File: src/rtl/tic_pkg.sv
// Package for the traffic intersection controller: word types, state, codes and phase logic.
package tic_pkg;

    // Configuration port
    localparam int CFG_INDEX_W = 8;
    localparam int CFG_DATA_W  = 10;

    localparam logic [CFG_INDEX_W-1:0] CFG_LIGHT_THRESHOLD = 8'd0;
    localparam logic [CFG_INDEX_W-1:0] CFG_YELLOW_SECONDS  = 8'd1;
    localparam logic [CFG_INDEX_W-1:0] CFG_PED_EW_SECONDS  = 8'd2;
    localparam logic [CFG_INDEX_W-1:0] CFG_PED_NS_SECONDS  = 8'd3;

    // Register reset values (threshold is 3.5 V on a 5 V, 10-bit converter)
    localparam logic [9:0] LIGHT_THRESHOLD_RST = 10'd717;
    localparam logic [3:0] YELLOW_SECONDS_RST  = 4'd2;
    localparam logic [3:0] PED_EW_SECONDS_RST  = 4'd7;
    localparam logic [3:0] PED_NS_SECONDS_RST  = 4'd8;

    // Green times in seconds
    localparam logic [3:0] EW_GREEN_S       = 4'd6;
    localparam logic [3:0] NSLT_GREEN_DAY_S = 4'd6;
    localparam logic [3:0] NSLT_GREEN_NGT_S = 4'd5;
    localparam logic [3:0] NS_GREEN_DAY_S   = 4'd8;
    localparam logic [3:0] NS_GREEN_NGT_S   = 4'd7;
    localparam logic [3:0] EWLT_GREEN_DAY_S = 4'd8;
    localparam logic [3:0] EWLT_GREEN_NGT_S = 4'd7;
    localparam logic [3:0] FLASH_S          = 4'd1;

    // Longest chain of zero-time phase entries is five; one spare step
    localparam int ENTRY_STEPS = 6;

    typedef enum logic [4:0] {
        P_START       = 5'd0,
        P_EW_PED      = 5'd1,
        P_EW_GREEN    = 5'd2,
        P_EW_YELLOW   = 5'd3,
        P_NSLT_GREEN  = 5'd4,
        P_NSLT_YELLOW = 5'd5,
        P_NS_PED      = 5'd6,
        P_NS_GREEN    = 5'd7,
        P_NS_YELLOW   = 5'd8,
        P_EWLT_GREEN  = 5'd9,
        P_EWLT_YELLOW = 5'd10,
        P_CYCLE_END   = 5'd11,
        P_FLASH_CHECK = 5'd12,
        P_FLASH_RED   = 5'd13,
        P_FLASH_OFF   = 5'd14
    } phase_t;

    typedef enum logic [1:0] {
        C_OFF    = 2'd0,
        C_RED    = 2'd1,
        C_GREEN  = 2'd2,
        C_YELLOW = 2'd3
    } lamp_t;

    typedef struct packed {
        lamp_t ewlt;
        lamp_t ew;
        lamp_t nslt;
        lamp_t ns;
    } lamps_t;

    typedef struct packed {
        logic [9:0] light_threshold;
        logic [3:0] yellow_seconds;
        logic [3:0] ped_ew_seconds;
        logic [3:0] ped_ns_seconds;
    } cfg_t;

    typedef struct packed {
        logic       ped_ns_press;
        logic       ped_ew_press;
        logic       flash_press;
        logic       ns_turn_sensor;
        logic       ew_turn_sensor;
        logic [9:0] light_level;
    } tick_t;

    typedef struct packed {
        logic [1:0] ns_light;
        logic [1:0] ns_turn_light;
        logic [1:0] ew_light;
        logic [1:0] ew_turn_light;
        logic [3:0] phase_count;
        logic [3:0] walk_count;
        logic       second_led;
        logic       buzzer_on;
        logic       day_lamp;
        logic       flashing;
        logic       flash_pending;
    } show_t;

    typedef struct packed {
        phase_t     phase;
        logic [3:0] seconds_left;
        logic       half_tick;
        logic [3:0] ped_left;
        logic       ped_ns_pending;
        logic       ped_ew_pending;
        logic       flash_latch;
        logic       day_flag;
        logic       light_is_day;
        lamps_t     lamps;
    } state_t;

    // Zero length counts as one second
    function automatic logic [3:0] at_least_one(logic [3:0] v);
        return (v == 4'd0) ? 4'd1 : v;
    endfunction

    // One zero-time entry into the current phase: load a duration or move on
    function automatic state_t enter_step(state_t s, logic ns_turn, logic ew_turn, cfg_t c);
        state_t r;
        r = s;
        unique case (s.phase)
            P_EW_PED:
            begin
                if (s.ped_ew_pending)
                begin
                    r.seconds_left = at_least_one(c.ped_ew_seconds);
                    r.ped_left     = r.seconds_left - 4'd1;
                end
                else
                begin
                    r.phase = P_EW_GREEN;
                end
            end
            P_EW_GREEN:
            begin
                r.seconds_left = EW_GREEN_S;
            end
            P_EW_YELLOW:
            begin
                r.lamps.ew     = C_YELLOW;
                r.seconds_left = at_least_one(c.yellow_seconds);
            end
            P_NSLT_GREEN:
            begin
                r.lamps.ew = C_RED;
                if (ns_turn)
                begin
                    r.lamps.nslt   = C_GREEN;
                    r.seconds_left = s.day_flag ? NSLT_GREEN_DAY_S : NSLT_GREEN_NGT_S;
                end
                else
                begin
                    r.phase = P_NS_PED;
                end
            end
            P_NSLT_YELLOW:
            begin
                r.lamps.nslt   = C_YELLOW;
                r.seconds_left = at_least_one(c.yellow_seconds);
            end
            P_NS_PED:
            begin
                r.lamps.nslt = C_RED;
                r.lamps.ns   = C_GREEN;
                if (s.ped_ns_pending)
                begin
                    r.seconds_left = at_least_one(c.ped_ns_seconds);
                    r.ped_left     = r.seconds_left - 4'd1;
                end
                else
                begin
                    r.phase = P_NS_GREEN;
                end
            end
            P_NS_GREEN:
            begin
                r.seconds_left = s.day_flag ? NS_GREEN_DAY_S : NS_GREEN_NGT_S;
            end
            P_NS_YELLOW:
            begin
                r.lamps.ns     = C_YELLOW;
                r.seconds_left = at_least_one(c.yellow_seconds);
            end
            P_EWLT_GREEN:
            begin
                r.lamps.ns = C_RED;
                if (ew_turn)
                begin
                    r.lamps.ewlt   = C_GREEN;
                    r.seconds_left = s.day_flag ? EWLT_GREEN_DAY_S : EWLT_GREEN_NGT_S;
                end
                else
                begin
                    r.phase = P_CYCLE_END;
                end
            end
            P_EWLT_YELLOW:
            begin
                r.lamps.ewlt   = C_YELLOW;
                r.seconds_left = at_least_one(c.yellow_seconds);
            end
            P_CYCLE_END:
            begin
                r.lamps.ewlt = C_RED;
                if (s.flash_latch)
                begin
                    r.flash_latch = 1'b0;
                    r.phase       = P_FLASH_CHECK;
                end
                else
                begin
                    r.phase = P_START;
                end
            end
            P_FLASH_CHECK:
            begin
                if (s.flash_latch)
                begin
                    r.flash_latch = 1'b0;
                    r.phase       = P_START;
                end
                else
                begin
                    r.lamps        = '{C_RED, C_RED, C_RED, C_RED};
                    r.seconds_left = FLASH_S;
                    r.phase        = P_FLASH_RED;
                end
            end
            P_FLASH_RED:
            begin
                r.lamps        = '{C_RED, C_RED, C_RED, C_RED};
                r.seconds_left = FLASH_S;
            end
            P_FLASH_OFF:
            begin
                r.lamps        = '{C_OFF, C_OFF, C_OFF, C_OFF};
                r.seconds_left = FLASH_S;
            end
            // start of cycle: pick day or night from the last light sample
            default:
            begin
                if (!s.light_is_day)
                begin
                    r.ped_ns_pending = 1'b0;
                    r.ped_ew_pending = 1'b0;
                end
                r.day_flag   = s.light_is_day;
                r.lamps.ns   = C_RED;
                r.lamps.nslt = C_RED;
                r.lamps.ew   = C_GREEN;
                r.lamps.ewlt = C_RED;
                r.phase      = P_EW_PED;
            end
        endcase
        return r;
    endfunction

endpackage

File: src/rtl/tic_cfg_regs.sv
// Configuration register file of the traffic intersection controller.
module tic_cfg_regs (
    input  logic                            clk,
    input  logic                            rst_n,
    input  logic                            wr_en,
    input  logic [tic_pkg::CFG_INDEX_W-1:0] wr_index,
    input  logic [tic_pkg::CFG_DATA_W-1:0]  wr_data,
    output tic_pkg::cfg_t                   cfg
);
    import tic_pkg::*;

    cfg_t cfg_reg;
    cfg_t cfg_next;

    // Index decode; unknown indexes are dropped
    always_comb
    begin
        cfg_next = cfg_reg;
        if (wr_en)
        begin
            unique case (wr_index)
                CFG_LIGHT_THRESHOLD: cfg_next.light_threshold = wr_data;
                CFG_YELLOW_SECONDS:  cfg_next.yellow_seconds  = wr_data[3:0];
                CFG_PED_EW_SECONDS:  cfg_next.ped_ew_seconds  = wr_data[3:0];
                CFG_PED_NS_SECONDS:  cfg_next.ped_ns_seconds  = wr_data[3:0];
                default:             cfg_next = cfg_reg;
            endcase
        end
    end

    always_ff @(posedge clk or negedge rst_n)
    begin
        if (!rst_n)
        begin
            cfg_reg.light_threshold <= LIGHT_THRESHOLD_RST;
            cfg_reg.yellow_seconds  <= YELLOW_SECONDS_RST;
            cfg_reg.ped_ew_seconds  <= PED_EW_SECONDS_RST;
            cfg_reg.ped_ns_seconds  <= PED_NS_SECONDS_RST;
        end
        else
        begin
            cfg_reg <= cfg_next;
        end
    end

    assign cfg = cfg_reg;

endmodule

File: src/rtl/tic_step.sv
// Next-state and display logic for one half-second tick.
module tic_step (
    input  tic_pkg::state_t state,
    input  tic_pkg::tick_t  tick,
    input  tic_pkg::cfg_t   cfg,
    output tic_pkg::state_t state_next,
    output tic_pkg::show_t  show
);
    import tic_pkg::*;

    state_t s;
    logic   is_ped;
    logic   is_lamp_phase;

    always_comb
    begin
        s = state;

        // Latch button events; pedestrian presses are latched only in day mode
        if (state.day_flag)
        begin
            if (tick.ped_ns_press) s.ped_ns_pending = 1'b1;
            if (tick.ped_ew_press) s.ped_ew_pending = 1'b1;
        end
        if (tick.flash_press) s.flash_latch = 1'b1;

        // Walk through zero-time phase entries at the start of a second
        if (!state.half_tick)
        begin
            for (int i = 0; i < ENTRY_STEPS; i++)
            begin
                if (s.seconds_left == 4'd0)
                    s = enter_step(s, tick.ns_turn_sensor, tick.ew_turn_sensor, cfg);
            end
        end

        is_ped        = (s.phase == P_EW_PED) || (s.phase == P_NS_PED);
        is_lamp_phase = (s.phase >= P_EW_GREEN) && (s.phase <= P_EWLT_YELLOW) && !is_ped;

        // Displayed word
        show.ns_light      = s.lamps.ns;
        show.ns_turn_light = s.lamps.nslt;
        show.ew_light      = s.lamps.ew;
        show.ew_turn_light = s.lamps.ewlt;
        show.phase_count   = is_lamp_phase ? s.seconds_left : 4'd0;
        show.walk_count    = is_ped ? s.ped_left : 4'd0;
        show.second_led    = !s.half_tick;
        show.buzzer_on     = is_ped && !s.half_tick;
        show.day_lamp      = s.day_flag;
        show.flashing      = (s.phase >= P_FLASH_CHECK) && (s.phase <= P_FLASH_OFF);
        show.flash_pending = s.flash_latch;

        // Second end: sample light, count down, advance phase
        if (s.half_tick)
        begin
            s.light_is_day = (tick.light_level < cfg.light_threshold);
            if (is_ped && (s.ped_left != 4'd0)) s.ped_left = s.ped_left - 4'd1;
            if (s.seconds_left != 4'd0) s.seconds_left = s.seconds_left - 4'd1;
            if (s.seconds_left == 4'd0)
            begin
                if (s.phase == P_EW_PED) s.ped_ew_pending = 1'b0;
                if (s.phase == P_NS_PED) s.ped_ns_pending = 1'b0;
                if (s.phase == P_FLASH_OFF)
                    s.phase = P_FLASH_CHECK;
                else if (s.phase < P_FLASH_OFF)
                    s.phase = phase_t'(s.phase + 5'd1);
                else
                    s.phase = P_START;
            end
        end
        s.half_tick = !s.half_tick;

        state_next = s;
    end

endmodule

File: src/rtl/traffic_intersection_controller_top.sv
// Top level of the traffic intersection controller: handshake, state and result registers.
//
// Each tick word stands for one half second and yields exactly one status word with the four
// lamp colors, countdowns and mode flags. One word is taken per clock while the result slot is
// free or draining; a word passes the input register, then the result register, where its
// status is presented, and a full result slot that is not taken stalls it in between. The phase
// update for a tick is computed combinationally between those registers. Configuration writes
// are taken in every cycle (cfg_ready is always high); indexes past the last register are
// ignored. The first light cycle after reset runs in night mode.
module traffic_intersection_controller_top (
    input  logic                            clk,
    input  logic                            rst_n,
    input  logic                            tick_valid,
    output logic                            tick_ready,
    input  tic_pkg::tick_t                  tick_word,
    output logic                            show_valid,
    input  logic                            show_ready,
    output tic_pkg::show_t                  show_word,
    input  logic                            cfg_valid,
    output logic                            cfg_ready,
    input  logic [tic_pkg::CFG_INDEX_W-1:0] cfg_index,
    input  logic [tic_pkg::CFG_DATA_W-1:0]  cfg_data
);
    import tic_pkg::*;

    cfg_t   cfg;
    logic   tick_valid_reg;
    tick_t  tick_word_reg;
    state_t state_reg;
    state_t state_next;
    show_t  show_next;
    logic   show_valid_reg;
    show_t  show_word_reg;
    logic   advance;

    assign cfg_ready = 1'b1;

    tic_cfg_regs u_cfg (
        .clk      (clk),
        .rst_n    (rst_n),
        .wr_en    (cfg_valid && cfg_ready),
        .wr_index (cfg_index),
        .wr_data  (cfg_data),
        .cfg      (cfg)
    );

    // Handshake: the input register moves on whenever the result slot is free or draining
    assign advance    = tick_valid_reg && (!show_valid_reg || show_ready);
    assign tick_ready = !tick_valid_reg || advance;

    // Input register
    always_ff @(posedge clk or negedge rst_n)
    begin
        if (!rst_n)
            tick_valid_reg <= 1'b0;
        else if (tick_ready)
            tick_valid_reg <= tick_valid;
    end

    always_ff @(posedge clk)
    begin
        if (tick_valid && tick_ready)
            tick_word_reg <= tick_word;
    end

    tic_step u_step (
        .state      (state_reg),
        .tick       (tick_word_reg),
        .cfg        (cfg),
        .state_next (state_next),
        .show       (show_next)
    );

    // Controller state
    always_ff @(posedge clk or negedge rst_n)
    begin
        if (!rst_n)
        begin
            state_reg.phase          <= P_START;
            state_reg.seconds_left   <= 4'd0;
            state_reg.half_tick      <= 1'b0;
            state_reg.ped_left       <= 4'd0;
            state_reg.ped_ns_pending <= 1'b0;
            state_reg.ped_ew_pending <= 1'b0;
            state_reg.flash_latch    <= 1'b0;
            state_reg.day_flag       <= 1'b0;
            state_reg.light_is_day   <= 1'b0;
            state_reg.lamps          <= '{C_OFF, C_OFF, C_OFF, C_OFF};
        end
        else if (advance)
        begin
            state_reg <= state_next;
        end
    end

    // Result register
    always_ff @(posedge clk or negedge rst_n)
    begin
        if (!rst_n)
            show_valid_reg <= 1'b0;
        else if (advance)
            show_valid_reg <= 1'b1;
        else if (show_ready)
            show_valid_reg <= 1'b0;
    end

    always_ff @(posedge clk)
    begin
        if (advance)
            show_word_reg <= show_next;
    end

    assign show_valid = show_valid_reg;
    assign show_word  = show_word_reg;

    // Checks
    a_advance_fills: assert property (@(posedge clk) disable iff (!rst_n)
        advance |=> show_valid_reg)
        else $error("processed word did not reach the result register");

    a_half_tick_toggles: assert property (@(posedge clk) disable iff (!rst_n)
        advance |=> (state_reg.half_tick != $past(state_reg.half_tick)))
        else $error("half-second phase did not toggle");

    a_buzzer_first_half: assert property (@(posedge clk) disable iff (!rst_n)
        (show_valid_reg && show_word_reg.buzzer_on) |->
            (show_word_reg.second_led && (show_word_reg.phase_count == 4'd0)))
        else $error("buzzer on outside a countdown first half");

    a_flash_counts_zero: assert property (@(posedge clk) disable iff (!rst_n)
        (show_valid_reg && show_word_reg.flashing) |->
            ((show_word_reg.phase_count == 4'd0) && (show_word_reg.walk_count == 4'd0)))
        else $error("countdown shown while flashing");

endmodule
File: config.mk
export PLATFORM = sky130hd
export DESIGN_NAME = traffic_intersection_controller_top
export DESIGN_NICKNAME = d
export VERILOG_FILES = /design/src/rtl/tic_pkg.sv /design/src/rtl/tic_cfg_regs.sv /design/src/rtl/tic_step.sv /design/src/rtl/traffic_intersection_controller_top.sv
export SDC_FILE = /design/constraint.sdc
export NUM_CORES = 1
export LEC_CHECK = 0
export BUFFER_PORTS_ARGS = -buffer_cell sky130_fd_sc_hd__buf_2
export CAP_MARGIN = 40
export CORE_ASPECT_RATIO = 1.5
export CORE_UTILIZATION = 40
export DETAILED_ROUTE_END_ITERATION = 16
export GPL_ROUTABILITY_DRIVEN = 0
export HOLD_SLACK_MARGIN = 0.02
export PLACE_DENSITY = 0.68
export SKIP_CTS_REPAIR_TIMING = 1
export SLEW_MARGIN = 10
export SYNTH_ARGS = -nofsm -noshare
export SYNTH_HDL_FRONTEND = slang
export SYNTH_SLANG_ARGS = --single-unit
export TNS_END_PERCENT = 100
File: constraint.sdc
create_clock -name clk -period 8 [get_ports clk]
set_clock_uncertainty 0.05 [all_clocks]
set_input_delay 1.2 -clock clk [delete_from_list [all_inputs] [get_ports clk]]
set_output_delay 1.2 -clock clk [all_outputs]
set_load 0.01 [all_outputs]
### After elaboration in Yosys (flattened, before gate mapping)

Index checks and enable logic that the tools add are counted.

* $lt $le $gt $ge: 6
* reductions and logical operators: 93
* shifts and indexed selects: 0
* divide/modulo/power cells: 0
* $mul: 0
* equal/unequal tests: 91
* bitwise gates (word level): 0
* mux-type cells: 207
* add/sub/neg operators: 5

Operators by type and width (count)
* 2-to-1 mux 27 bit: 12
* 2-to-1 mux 4 bit: 66
* case mux 2 bit (5 select lines): 24
* case mux 4 bit (9 select lines): 6
* == test 5 x 4 -> 1 bit (second input constant): 43
* case mux 5 bit (7 select lines): 6
* OR reduction 8 bit: 24
* 2-to-1 mux 5 bit: 27
* == test 5 x 3 -> 1 bit (second input constant): 25
* OR reduction 14 bit: 6
* 2-to-1 mux 2 bit: 32
* == test 5 x 2 -> 1 bit (second input constant): 12
* OR reduction 9 bit: 6
* 2-to-1 mux 8 bit: 6
* case mux 4 bit (2 select lines): 6
* logical NOT 4 bit: 10
* OR reduction 2 bit: 18
* == test 5 x 1 -> 1 bit (second input constant): 7
* OR reduction 4 bit: 6
* 2-to-1 mux 1 bit: 20
* == test 8 x 2 -> 1 bit (second input constant): 2
* subtractor 4 x 1 -> 4 bit (second input constant): 4
* less-or-equal comparator 5 x 4 -> 1 bit (second input constant): 2
* less-than comparator 10 bit: 1
* 15 further kinds: 31

* memory bits (read-only): 0
* register bits after elaboration: 87
* RAM bits: 0
* latch bits: 0
* output and inout bits: 24
* memories kept: 0

### Longest topological paths before layout

* word-level depth: 38
* gate-level depth with buffers: 30
* mapped depth without buffers: 25

### Modules after synthesis

From an unflattened synthesis, not the netlist that was laid out.

* cell total of the unflattened synthesis: 912
* area total of the unflattened synthesis: 7918.8 um2

By module, submodules not included
* tic_step: cells an instance 758, area an instance 4759.6 um2, sequential area each 0.0 um2, instances 1
* traffic_intersection_controller_top: cells an instance 103, area an instance 2270.9 um2, sequential area each 1806.7 um2, instances 1
* tic_cfg_regs: cells an instance 51, area an instance 888.4 um2, sequential area each 564.3 um2, instances 1

### Least setup slack after synthesis

OpenSTA, ideal clock, no wires.

* path type: register -> register
* from: register state_reg[21] (netlist name)
* to: register state_reg[25] (netlist name)
* data required time: 7824 ps
* period minus slack after synthesis: 5949 ps
* setup time: 126 ps
* slack: 2051 ps
* data arrival time: 5773 ps
* buffers on the path: 4
* stages on the path, launching flop included: 26
* cell sequence: dfrtp_1 > buf_6 > or4_4 > buf_6 > a32oi_2 > o31a_1 > buf_6 > nor3_2 > a21o_1 > or3_1 > nor4_2 > buf_4 > nand2_1 > a31oi_1 > a21oi_1 > a31oi_2 > a21oi_4 > o31ai_2 > nand2_1 > ha_1 > inv_1 > nand3_1 > mux2i_1 > o21ai_2 > a21o_1 > a221o_1

* cells in the longest elaborated chain, start to end: 34
* elaborated cells on any way between the ends: 220

RTL lines
* start: declaration: line traffic_intersection_controller_top.sv:29 `state_t state_reg;`
* start signal: assignment: line traffic_intersection_controller_top.sv:92 `state_reg <= state_next;`
* logical NOT 4 bit: line tic_step.sv:32 `if (s.seconds_left == 4'd0)`
* 2-to-1 mux 27 bit: line tic_step.sv:32
* 2-to-1 mux 27 bit: line tic_step.sv:28 `if (!state.half_tick)`
* == test 5 x 4 -> 1 bit (tied with other cells): line tic_pkg.sv:116 `unique case (s.phase)`
* OR reduction 8 bit (no source line)
* case mux 5 bit (7 select lines): line tic_pkg.sv:116
* 2-to-1 mux 27 bit: line tic_step.sv:32
* 2-to-1 mux 27 bit: line tic_step.sv:28
* (+18 left out)
* 2-to-1 mux 27 bit: line tic_step.sv:32
* 2-to-1 mux 27 bit *: line tic_step.sv:28
* subtractor 4 x 1 -> 4 bit or nonzero test 4 bit (tied branches): line tic_step.sv:58 `if (s.seconds_left != 4'd0) s.seconds_left = s.seconds_left - 4'd1;`
* 2-to-1 mux 4 bit: line tic_step.sv:58
* 2-to-1 mux 4 bit: line tic_step.sv:54 `if (s.half_tick)`
* logical NOT 4 bit: line tic_step.sv:59 `if (s.seconds_left == 4'd0)`
* 2-to-1 mux 5 bit: line tic_step.sv:59
* 2-to-1 mux 9 bit *: line tic_step.sv:54

Mark *: on every way between the ends. The rest lies on a longest branch, timed or not. The select of a mux whose other input is x is not followed.
A chain may end at the register's enable or synchronous reset.

### Final worst setup path

* from: register state_reg[24] (netlist name)
* to: register state_reg[16] (netlist name)

* cells in the longest elaborated chain, start to end: 35
* elaborated cells on any way between the ends: 242

RTL lines
* == test 5 x 4 -> 1 bit (tied with other cells): line tic_pkg.sv:116
* OR reduction 8 bit (no source line)
* case mux 5 bit (7 select lines): line tic_pkg.sv:116
* 2-to-1 mux 27 bit: line tic_step.sv:32
* 2-to-1 mux 27 bit: line tic_step.sv:28
* == test 5 x 4 -> 1 bit (tied with other cells): line tic_pkg.sv:116
* OR reduction 8 bit (no source line)
* case mux 5 bit (7 select lines): line tic_pkg.sv:116
* (+19 left out)
* case mux 5 bit (7 select lines): line tic_pkg.sv:116
* 2-to-1 mux 27 bit: line tic_step.sv:32
* 2-to-1 mux 27 bit *: line tic_step.sv:28
* == test 5 x 1 -> 1 bit or == test 5 x 3 -> 1 bit (tied branches): line tic_step.sv:37 `is_ped = (s.phase == P_EW_PED) || (s.phase == P_NS_PED);`
* logical OR 1 bit: line tic_step.sv:37
* logical AND 1 bit: line tic_step.sv:57 `if (is_ped && (s.ped_left != 4'd0)) s.ped_left = s.ped_left - 4'd1;`
* 2-to-1 mux 4 bit: line tic_step.sv:57
* 2-to-1 mux 6 bit *: line tic_step.sv:54

Marked as above.

==> reports/metrics.yaml <==
floorplanning:
  coreArea_um2: 19200
  start_util_pct: 40.9
  fp.dieH_um: 174
  die-area_um2: 20300
  io_pins: 62
  die-width_um: 117
  rows: 62
synth:
  syn_inst: 954
  ys_ff_latch: 87
  synth_common_cells: "118 x nand2_1, 89 x o21ai_0, 78 x nor2_1, 53 x a21oi_1, 40 x dfrtp_1"
  yosysUniqueCellTypes: 106
  synth-simple-area-share_pct: 25.2
  synth_top_family_by_area: "compound AO/OA/AOI/OAI gates"
  synth_edf_count: 36
  syn_nets: 1008
  synth_top_area_cell: "edfxtp_1"
  netlist_area_um2: 7870
  synth_most_common_cell: "nand2_1"
  synthMuxAreaShare_pct: 3.45
  async_flop_share_pct: 58.6
  synth.avg_cell_area_um2: 8.25
  synth_ff_type: "dfrtp_1"
  ys_top_cells_by_area: "edfxtp_1 14%, dfrtp_1 13%, o21ai_0 5.7%, nand2_1 5.6%, nor2_1 3.7%"
  ys_seq_area_share_pct: 30.1
  synth_xor_area_share_pct: 0.668
  ys_warn_count: 0
  synth-compound-area-share_pct: 32.5
  synth_top_area_share_pct: 13.7
  synthAdderAreaFrac_pct: 2.54
worst_setup_path:
  crit_path_start: "state_reg[24]$_DFFE_PN0P_"
  worst_ep_arrival_time_ps: 7660
  max_stage_delay_ps: 580
  crit_required_ps: 8170
  cp-start-kind: "flop"
  crit_fanout: 24
  path_depth: 27
  crit_top_cell: "buf_4"
  slowest_stage: "nor4_1"
  ff2ff_path_depth: 27
  cp_top_family: "compound AO/OA/AOI/OAI gates"
  critPathBufInv: 4
  r2r_end: "state_reg[16]$_DFFE_PN0P_"
  r2r-start: "state_reg[24]$_DFFE_PN0P_"
  end_kind: "flop"
  critPathKind: "reg2reg"
  crit_end: "state_reg[16]$_DFFE_PN0P_"
  r2r_slack_ps: 510
timing:
  fin_crit_sh_pct: 93.7
  finalCriticalPeriod_ps: 7490
  rsz0062_at_grt: "no"
  finalHoldViolCount: 0
  hold_slack_ps: 456
  layout_setup_ws_ps: 507
  finalSetupViolations: 0
  worst_slew_pin_slew_ps: 895
  relSlewSlack_pct: 40.2
  tns_ps: 0
  fmax_mhz: 133
  finalMaxSlewViolations: 0
power_and_ir_drop:
  p_per_area_nw_per_um2: 441
  leakagePower_nw: 3.53
  vdd_drop_max_mv: 0.229
final_layout:
  final_nets: 1064
  largest_reg_flops: 27
  areaGrowthSynthToFinish_pct: 11.6
  finalInstanceArea_um2: 8790
  drive_gt1_share_pct: 20.5
  diodes: 0
global_routing:
  grt_pass1_wl_um: 45100
  grt_max_degree: 52
  gr-usage-all-layers_pct: 29.8
  grt_pass1_vias: 7983
  grt_overflow: 0
  antenna_found_initial: 0
drt:
  postRouteAntennaNets: 0
  route.detailed.drc: 0
  wirelength_um: 29100
  first_pass_iters: 6
  vias: 8285
  drt_iter0_drc: 1067
  avgViaCountPerCell: 6.52
  wire_per_inst_um: 22.9
clock_tree:
  clkLatencyLatePin_ps: 350
  htree_levels: 3
  clkSinkCount: 87
  cts-root-buf: "clkbuf_16"
  cts_buffer_depth: 2
  clkTransAtPathRegs_ps: 70
  cts_buffers: 9
  cts_tree: "done"
outcome:
  outcome: "complete, no violations"
worst_hold_path:
  hp-class: "reg2reg"
  hp-start: "tick_valid_reg$_DFFE_PN0N_"
placement:
  hpwl_um: 21500
  preCtsSetupSlack_ps: 572
  port_buffers: 60
  dpl_cell_area_um2: 8510
flow_run:
  maxCapViolations: 0
-- final cells by class --
type,instances,area [µm²]
inverter,38,143
fill,1980,10500
clock buffer,10,229
clock inverter,6,45.0
multi-input combinational,774,5070
timing repair buffer,100,604
tap,256,320
sequential,87,2370
-- worst min path at each step --
| stage | end | depth (start not counted) | slack (ps) |
|---|---|---|---|
| final | show_valid$_DFFE_PN0P_ | 1 | 460 |
| after global routing | u_cfg.cfg[21]$_DFFE_PN1P_ | 2 | 490 |
| after global placement | show_valid$_DFFE_PN0P_ | 1 | 430 |
| after floorplan | show_valid$_DFFE_PN0P_ | 1 | 410 |
| after detailed placement | u_cfg.cfg[19]$_DFFE_PN1P_ | 2 | 450 |
| after CTS | show_valid$_DFFE_PN0P_ | 1 | 460 |
-- metrics by stage --
step           util (%)  total power [W]  std cells
2_1_floorplan         -          0.00261        954
3_3_place_gp       44.1          0.00334       1251
3_5_place_dp       44.2          0.00336       1255
4_1_cts            45.7          0.00377       1271
5_1_grt            45.7          0.00411       1271
6_report           45.7          0.00387       1271
-- metal layers --
metal	track usage, %	vias up	part of all wire [%]
met4	22.7	0	8.3
met3	4.58	159	7.9
met1	34.8	3846	36
met2	48.3	545	48
met5	0	-	0
li1	-	3735	-
-- power breakdown --
| group | total, W | switching, W | leakage (nW) | internal [W] |
|---|---|---|---|---|
| Combinational | 0.00273 | 0.00178 | 2.44 | 0.000948 |
| Clock | 0.000395 | 0.000183 | 0.132 | 0.000213 |
| Sequential | 0.000752 | 0.000150 | 0.957 | 0.000602 |
| Total | 0.00387 | 0.00211 | 3.53 | 0.00176 |
-- logic make-up (layout without fill, tap and decap cells) --
family                     after synthesis  in the layout
and+or+nand+nor                        376            376
other                                    1              1
DFF                                     87             87
AOI/OAI and AO/OA                      350            350
xor gates and xnor gates                 6              6
adders and majority gates               16             16
muxes                                   25             25
buffers and inverters                   93            154
-- cells in the final DEF (no fill, tap or decap), types with 12 or more instances in the layout --
| cell | synthesis | final |
|---|---|---|
| nand2_1 | 118 | 118 |
| o21ai_0 | 89 | 88 |
| nor2_1 | 78 | 78 |
| buf_2 | 12 | 60 |
| a21oi_1 | 53 | 53 |
| dfrtp_1 | 40 | 39 |
| buf_4 | 9 | 38 |
| edfxtp_1 | 36 | 36 |
| inv_1 | 35 | 35 |
| nor3_1 | 36 | 35 |
| nand3_1 | 34 | 34 |
| a21o_1 | 17 | 17 |
| mux2_2 | 17 | 17 |
| o22ai_1 | 17 | 17 |
| nand2b_1 | 16 | 16 |
| ha_1 | 16 | 16 |
| a31oi_1 | 13 | 13 |
| and3_1 | 12 | 12 |
-- worst register-to-register path: cells and delay by family (launching register included) --
family	cells	cell delay, ps
AO/OA/AOI/OAI	11	2880
adder cells (fa/ha/maj)	1	140
buffers and inverters	4	810
flip-flops	1	560
multiplexers	1	160
AND/OR/NAND/NOR	10	2740
No activity file was read; power rests on OpenSTA's default activity.
